**src/sv/owk_pkg.sv**
```systemverilog
// shared widths, types and constants of the omni wheel kinematics pipeline
// no dependencies; used by every design module of the block
`default_nettype none

package owk_pkg;

  localparam int SPEED_W = 34;   // signed wheel speed in 2^-29 units
  localparam int MAG_W   = 33;   // speed magnitude
  localparam int DVD_W   = 40;   // magnitude times one hundred
  localparam int PCT_W   = 7;
  localparam int DUTY_W  = 11;
  localparam int WHEELS  = 3;

  localparam int DIV_STEPS    = PCT_W;
  localparam int SPEED_STAGES = 3;
  localparam int PIPE_DEPTH   = SPEED_STAGES + 1 + DIV_STEPS + 1;

  localparam int PERCENT   = 100;
  localparam int DUTY_FULL = 1024;
  localparam int PCT_CNT   = 1 << PCT_W;

  typedef logic signed [SPEED_W-1:0] speed_t;
  typedef logic [MAG_W-1:0]          mag_t;
  typedef logic [DVD_W-1:0]          dvd_t;
  typedef logic [PCT_W-1:0]          pct_t;
  typedef logic [DUTY_W-1:0]         duty_t;
  typedef duty_t [PCT_CNT-1:0]       duty_lut_t;

  // 2/sqrt(3) in 2^-16 units
  localparam logic signed [17:0] INV_SIN60 = 18'sd75674;
  localparam mag_t ONE_Q29 = mag_t'(1) << 29;

  // divider state carried from stage to stage
  typedef struct packed {
    logic [WHEELS-1:0]  dir;
    mag_t               norm;
    dvd_t [WHEELS-1:0]  rem;
    pct_t [WHEELS-1:0]  quo;
  } div_bus_t;

  // percent to pwm duty, masked to the field width
  function automatic duty_lut_t build_duty_lut();
    duty_lut_t lut;
    int        prod;
    for (int i = 0; i < PCT_CNT; i++) begin
      prod   = (i * DUTY_FULL) / PERCENT;
      lut[i] = prod[DUTY_W-1:0];
    end
    return lut;
  endfunction

  localparam duty_lut_t DUTY_LUT = build_duty_lut();

endpackage

`default_nettype wire

```
**src/sv/omni_wheel_kinematics_pwm_top.sv**
```systemverilog
// top level of the omni wheel kinematics and pwm duty pipeline
// depends on owk_pkg, owk_speed, owk_norm and owk_div_stage
//
//   channel  handshake             payload
//   input    in_valid / in_ready   vel_x, vel_y, vel_rot
//   output   out_valid / out_ready dir_wheel0..2, duty_wheel0..2
//
// twelve register stages: three for speeds, one to pick the divisor, seven
// divider stages that each settle one quotient bit, one for the duty table.
// one transaction per cycle, unless out_ready stalls a full pipeline.
// reset clears the stage valid bits only.
// a full stage holds while the one after it cannot load, so bubbles close up on a stall.
`default_nettype none

module omni_wheel_kinematics_pwm_top (
  input  wire logic                   clk,
  input  wire logic                   rst,
  input  wire logic                   in_valid,
  output logic                        in_ready,
  input  wire logic signed [15:0]     vel_x,
  input  wire logic signed [15:0]     vel_y,
  input  wire logic signed [15:0]     vel_rot,
  output logic                        out_valid,
  input  wire logic                   out_ready,
  output logic                        dir_wheel0,
  output logic [10:0]                 duty_wheel0,
  output logic                        dir_wheel1,
  output logic [10:0]                 duty_wheel1,
  output logic                        dir_wheel2,
  output logic [10:0]                 duty_wheel2
);

  localparam int LAST    = owk_pkg::PIPE_DEPTH - 1;
  localparam int NORM_ST = owk_pkg::SPEED_STAGES;

  logic [owk_pkg::PIPE_DEPTH-1:0] vld;
  logic [owk_pkg::PIPE_DEPTH-1:0] en;

  owk_pkg::mag_t [owk_pkg::WHEELS-1:0] mag;
  logic [owk_pkg::WHEELS-1:0]          dir;
  owk_pkg::div_bus_t                   bus [owk_pkg::DIV_STEPS+1];

  // a stage may load when it is empty or its content moves on
  always_comb begin
    en[LAST] = ~vld[LAST] | out_ready;
    for (int k = LAST - 1; k >= 0; k--) begin
      en[k] = ~vld[k] | en[k+1];
    end
  end

  always_ff @(posedge clk) begin
    if (rst) begin
      vld <= '0;
    end else begin
      if (en[0]) begin
        vld[0] <= in_valid;
      end
      for (int k = 1; k < owk_pkg::PIPE_DEPTH; k++) begin
        if (en[k]) begin
          vld[k] <= vld[k-1];
        end
      end
    end
  end

  assign in_ready  = en[0];
  assign out_valid = vld[LAST];

  owk_speed u_speed (
    .clk     (clk),
    .en      (en[owk_pkg::SPEED_STAGES-1:0]),
    .vel_x   (vel_x),
    .vel_y   (vel_y),
    .vel_rot (vel_rot),
    .mag     (mag),
    .dir     (dir)
  );

  owk_norm u_norm (
    .clk (clk),
    .en  (en[NORM_ST]),
    .mag (mag),
    .dir (dir),
    .bus (bus[0])
  );

  // most significant quotient bit first
  for (genvar g = 0; g < owk_pkg::DIV_STEPS; g++) begin : g_div
    owk_div_stage u_div (
      .clk     (clk),
      .en      (en[NORM_ST+1+g]),
      .bit_pos (3'(owk_pkg::DIV_STEPS - 1 - g)),
      .bus_in  (bus[g]),
      .bus_out (bus[g+1])
    );
  end

  always_ff @(posedge clk) begin
    if (en[LAST]) begin
      dir_wheel0  <= bus[owk_pkg::DIV_STEPS].dir[0];
      dir_wheel1  <= bus[owk_pkg::DIV_STEPS].dir[1];
      dir_wheel2  <= bus[owk_pkg::DIV_STEPS].dir[2];
      duty_wheel0 <= owk_pkg::DUTY_LUT[bus[owk_pkg::DIV_STEPS].quo[0]];
      duty_wheel1 <= owk_pkg::DUTY_LUT[bus[owk_pkg::DIV_STEPS].quo[1]];
      duty_wheel2 <= owk_pkg::DUTY_LUT[bus[owk_pkg::DIV_STEPS].quo[2]];
    end
  end

endmodule

`default_nettype wire

```
**src/sv/owk_speed.sv**
```systemverilog
// first three pipeline stages: scaled inputs, wheel speeds, magnitudes and directions
// depends on owk_pkg
`default_nettype none

module owk_speed (
  input  wire logic                                 clk,
  input  wire logic [owk_pkg::SPEED_STAGES-1:0]     en,
  input  wire logic signed [15:0]                   vel_x,
  input  wire logic signed [15:0]                   vel_y,
  input  wire logic signed [15:0]                   vel_rot,
  output owk_pkg::mag_t [owk_pkg::WHEELS-1:0]       mag,
  output logic [owk_pkg::WHEELS-1:0]                dir
);

  owk_pkg::speed_t xs;
  logic signed [15:0] y1;
  logic signed [15:0] w1;
  owk_pkg::speed_t [owk_pkg::WHEELS-1:0] spd;

  owk_pkg::speed_t yh;
  owk_pkg::speed_t yf;
  owk_pkg::speed_t wf;
  owk_pkg::speed_t [owk_pkg::WHEELS-1:0] neg;

  // stage one: x over sin60 is the only real product
  always_ff @(posedge clk) begin
    if (en[0]) begin
      xs <= vel_x * owk_pkg::INV_SIN60;
      y1 <= vel_y;
      w1 <= vel_rot;
    end
  end

  assign yh = {{3{y1[15]}}, y1, 15'b0};
  assign yf = {{2{y1[15]}}, y1, 16'b0};
  assign wf = {{2{w1[15]}}, w1, 16'b0};

  // stage two: wheel speeds
  always_ff @(posedge clk) begin
    if (en[1]) begin
      spd[0] <= -xs - yh - wf;
      spd[1] <= yf - wf;
      spd[2] <= xs - yh - wf;
    end
  end

  always_comb begin
    for (int i = 0; i < owk_pkg::WHEELS; i++) begin
      neg[i] = -spd[i];
    end
  end

  // stage three: magnitudes fit in one bit less than the signed speed
  always_ff @(posedge clk) begin
    if (en[2]) begin
      for (int i = 0; i < owk_pkg::WHEELS; i++) begin
        dir[i] <= ~spd[i][owk_pkg::SPEED_W-1];
        mag[i] <= spd[i][owk_pkg::SPEED_W-1] ? neg[i][owk_pkg::MAG_W-1:0]
                                               : spd[i][owk_pkg::MAG_W-1:0];
      end
    end
  end

endmodule

`default_nettype wire

```
**src/sv/owk_norm.sv**
```systemverilog
// normalization stage: largest magnitude, divisor choice and dividend setup
// depends on owk_pkg
`default_nettype none

module owk_norm (
  input  wire logic                                clk,
  input  wire logic                                en,
  input  wire owk_pkg::mag_t [owk_pkg::WHEELS-1:0] mag,
  input  wire logic [owk_pkg::WHEELS-1:0]          dir,
  output owk_pkg::div_bus_t                        bus
);

  owk_pkg::mag_t top01;
  owk_pkg::mag_t top;
  owk_pkg::dvd_t [owk_pkg::WHEELS-1:0] dvd;

  assign top01 = (mag[1] > mag[0]) ? mag[1] : mag[0];
  assign top   = (mag[2] > top01) ? mag[2] : top01;

  // times one hundred as 64 + 32 + 4
  always_comb begin
    for (int i = 0; i < owk_pkg::WHEELS; i++) begin
      dvd[i] = (owk_pkg::dvd_t'(mag[i]) << 6) + (owk_pkg::dvd_t'(mag[i]) << 5)
             + (owk_pkg::dvd_t'(mag[i]) << 2);
    end
  end

  always_ff @(posedge clk) begin
    if (en) begin
      bus.dir  <= dir;
      bus.norm <= (top > owk_pkg::ONE_Q29) ? top : owk_pkg::ONE_Q29;
      bus.rem  <= dvd;
      bus.quo  <= '0;
    end
  end

endmodule

`default_nettype wire

```
**src/sv/owk_div_stage.sv**
```systemverilog
// one restoring division step for all three wheels, one quotient bit per stage
// depends on owk_pkg
`default_nettype none

module owk_div_stage (
  input  wire logic                   clk,
  input  wire logic                   en,
  input  wire logic [2:0]             bit_pos,
  input  wire owk_pkg::div_bus_t      bus_in,
  output owk_pkg::div_bus_t           bus_out
);

  owk_pkg::dvd_t shifted;
  owk_pkg::div_bus_t bus_next;

  assign shifted = owk_pkg::dvd_t'(bus_in.norm) << bit_pos;

  always_comb begin
    bus_next = bus_in;
    for (int i = 0; i < owk_pkg::WHEELS; i++) begin
      if (bus_in.rem[i] >= shifted) begin
        bus_next.rem[i]          = bus_in.rem[i] - shifted;
        bus_next.quo[i][bit_pos] = 1'b1;
      end
    end
  end

  always_ff @(posedge clk) begin
    if (en) begin
      bus_out <= bus_next;
    end
  end

endmodule

`default_nettype wire

```
**config.mk**
```make
export PLATFORM = sky130hd
export DESIGN_NAME = omni_wheel_kinematics_pwm_top
export DESIGN_NICKNAME = d
export VERILOG_FILES = /design/src/sv/owk_pkg.sv /design/src/sv/omni_wheel_kinematics_pwm_top.sv /design/src/sv/owk_speed.sv /design/src/sv/owk_norm.sv /design/src/sv/owk_div_stage.sv
export SDC_FILE = /design/constraint.sdc
export NUM_CORES = 2
export LEC_CHECK = 0
export BUFFER_PORTS_ARGS = -buffer_cell sky130_fd_sc_hd__buf_2
export CAP_MARGIN = 20
export CORE_MARGIN = 10
export CORE_UTILIZATION = 55
export DETAILED_ROUTE_END_ITERATION = 10
export PLACE_DENSITY = 0.75
export SYNTH_ARGS = -nofsm -noshare
export SYNTH_HDL_FRONTEND = slang
export SYNTH_SLANG_ARGS = --single-unit
```
**constraint.sdc**
```tcl
create_clock -name clk -period 30.9 [get_ports clk]
set_clock_uncertainty 0.2 [all_clocks]
set_input_delay 4.635 -clock clk [delete_from_list [all_inputs] [get_ports clk]]
set_output_delay 4.635 -clock clk [all_outputs]
set_load 0.05 [all_outputs]
```
==> summary.md <==
| Metric | Value |
|---|---|
| Nature of the critical path endpoint | output pin |
| Vias per inst | 6.03 |
| DRC | 0 |
| Layout cells sized above 1 | 6.15% |
| Worst Path Class, Setup | input pin to output pin |
| CP max FO | 150 |
| Slew HR | 12.6% |
| Routed Antenna Nets | 0 |
| Reg area | 40700 um^2 |
| Fmax | 80.6 MHz |
| CP Data Required Time | 26.07 ns |
| Tmin final | 12.40 ns |
| Arr. time, crit path | 7.57 ns |
| Mapped Cells | 10095 |
| Post-synth EDFFs | 1348 |
| Outcome | completed |
| Final Setup Violations | 0 |
| Routing usage on met1 | 30.5% |
| Met2 Use GR | 48.2% |
| Area grow syn2layout | 8.21% |
| Row count | 157 |
| Slew @ Worst Pin | 1.29 ns |
| First-pass GRT wire length | 420000 um |
| Yosys synthesis warning count | 0 |
| Final setup TNS | 0 ns |
| Total CTS buffers | 152 |
| Port Buffers | 89 |
| Tcrit/Tclk final | 40.1% |
| Core box area | 183000 um^2 |
| Io pins | 90 |
| Die H | 448 um |
| CP max stage cell | and3_1 |
| Remaining global-route overflow | 0 |
| DPL Wire Length | 219000 um |
| CTS tree | yes |
| Drt pass-1 iters | 8 |
| Die width | 448 um |
| Vias in the first global route | 76805 |
| Pin count of the biggest net entering global routing | 151 |
| CTS root buf | clkbuf_16 |
| Initial Util | 55.2% |
| RSZ-0062 raised after global routing | false |
| Ys async rst share | 0% |
| Fin. Hold Viols | 0 |
| Fin nets | 11496 |
| DR WL/cell | 21.5 um |
| Critical path startpoint category | input pin |
| Maximum Capacitance Violations | 0 |
| Total of fill cells in the finished design | 15118 |
| Critical-path cell list | buf_2 -> nor2b_1 -> and2_1 -> and3_1 -> nand4_1 -> buf_12 -> nor2_1 -> buf_4 -> nand4_1 -> buf_4 -> or2_4 -> buf_2 |
| GR Util met3 | 2.85% |
| Post_cts resized | 0 |
| Global routing's busiest layer | met2 |
| Commonest non-fill, non-tap cells in the layout | 1348 x edfxtp_1, 1104 x ha_1, 966 x a21oi_1 |
| Clk sink count | 1360 |
| Most common cell after layout, fill and taps aside | edfxtp_1 |
| Yosys cell types | 98 |
| Seq/Total Area, Yosys | 40.4% |
| Clock Pin Slew Worst Setup and Hold Paths | 0.06 ns |
| CTS H-tree depth | 4 |
| Routability congestion estimate | 1.05 |
| Initial drt markers | 6219 |
| Clock Tree Buf Depth | 3 |
| GR Util All Layers | 26.5% |
| Synth top area share | 40.1% |
| Multi-input gate area | 56400 um^2 |
| Vias | 76327 |
| Post-CTS Setup Bufs | 0 |
| Top post-synthesis cells by area | edfxtp_1 40%, ha_1 14%, a21oi_1 4.8% |
| Post-synthesis net count | 11444 |
| Hold Path Class | register to register |
| Worst-Skew Late Latency | 0.81 ns |
| CTS Hold Bufs | 0 |
| Most used DFF post-synth | edfxtp_1 |
| Initial antenna violation count | 2 |
| Post-Synthesis Cell Area | 101000 um^2 |
| Syn avg cell area | 9.99 um^2 |
| Final wirelength | 272000 um |
| Max Transition Viols Final | 0 |
| Die ar. | 201000 um^2 |
| CP max stage delay | 0.48 ns |
| Area leader, netlist | edfxtp_1 |
| Synthesized flop and latch total | 1360 |
## layer usage
| metal | wire [um] | share of wire (%) |
|---|---|---|
| met1 | 108000 | 40 |
| met2 | 136000 | 50 |
| met3 | 10700 | 3.9 |
| met4 | 16800 | 6.2 |
| met5 | 0 | 0 |
## through the flow
| step | setup WS [ns] | utilization (%) | cell area, um^2 | hold slack, ns | std cells |
|---|---|---|---|---|---|
| finish | 18.50 | 59.8 | 109000 | 0.216 | 12661 |
| global placement | 18.61 | 56.9 | 104000 | 0.201 | 12377 |
| detailed placement | 18.50 | 56.9 | 104000 | 0.205 | 12378 |
| floorplan | 10.41 | - | 101000 | 0.200 | 10095 |
| CTS | 18.47 | 59.8 | 109000 | 0.216 | 12659 |
| global route | 18.26 | 59.8 | 109000 | 0.222 | 12660 |
## cell usage after synthesis (38+ instances only)
cell and n:
a31oi_1 93, a21oi_1 966, xor2_1 298, nand2_1 747, and3_1 62, o21ai_0 754, nor2_1 804, fa_1 193
o21bai_1 96, edfxtp_1 1348, xnor2_1 463, nand3_1 152, nor3_1 143, o21a_1 142, or3_1 65, or2_2 38
a211oi_1 82, mux2_2 104, o211ai_1 67, clkbuf_1 211, inv_1 758, and2_1 41, nand2b_1 114, mux2i_1 42
ha_1 1104, nand4_1 98, nor4_1 49, a21o_1 351, o31ai_1 70, nor2b_1 96
## final cells by class
type	instances	share of cell area, %
Tap cell	2385	2.73
Clock inverter	107	1.13
Antenna cell	2	0.00458
Clock buffer	174	3.60
Timing Repair Buffer	160	0.908
Sequential cell	1360	37.3
Inverter	765	2.64
Multi-Input combinational cell	7708	51.7
## flip-flops by register name, summed over array words and instances, names as in the netlist
| name | count |
|---|---|
| vld | 12 |
| dir_wheel1 | 1 |
| duty_wheel2 | 11 |
| u_speed.y1 | 16 |
| dir_wheel2 | 1 |
| u_speed.spd | 82 |
| duty_wheel0 | 11 |
| u_speed.mag | 80 |
| duty_wheel1 | 11 |
| u_speed.xs | 33 |
| g_div.u_div.bus_out | 952 |
| dir_wheel0 | 1 |
| u_speed.dir | 3 |
| u_speed.w1 | 16 |
| u_norm.bus | 130 |
## final timing paths
kind / slack, ns / end / cells past startpoint / from
worst max-delay path: 18.50 / in_ready / 12 / out_ready
worst min register to register: 0.22 / u_norm.bus[174] / 0 / u_speed.dir[0]
worst max register to register: 22.31 / u_norm.bus[146] / 22 / u_speed.mag[16]
worst min-delay path: 0.22 / u_norm.bus[174] / 0 / u_speed.dir[0]
## cell families after synthesis
| family | after synthesis | share of synthesized area (%) |
|---|---|---|
| XOR/XNOR | 761 | 6.61 |
| buffers and inverters | 1027 | 3.85 |
| AND/OR/NAND/NOR | 2503 | 11.5 |
| multiplexers | 159 | 1.87 |
| AO/OA/AOI/OAI | 2988 | 18.3 |
| flip-flops | 1360 | 40.4 |
| adder cells (fa/ha/maj) | 1297 | 17.5 |
## worst max-delay path, delay by kind of cell
| family | cells | cell delay [ns] |
|---|---|---|
| AND/OR/NAND/NOR | 7 | 1.79 |
| buffers and inverters | 5 | 1.06 |
Power is left out: the tool's default activity adds up to more than one toggle a clock period on the data nets, which glitch-free logic cannot reach.
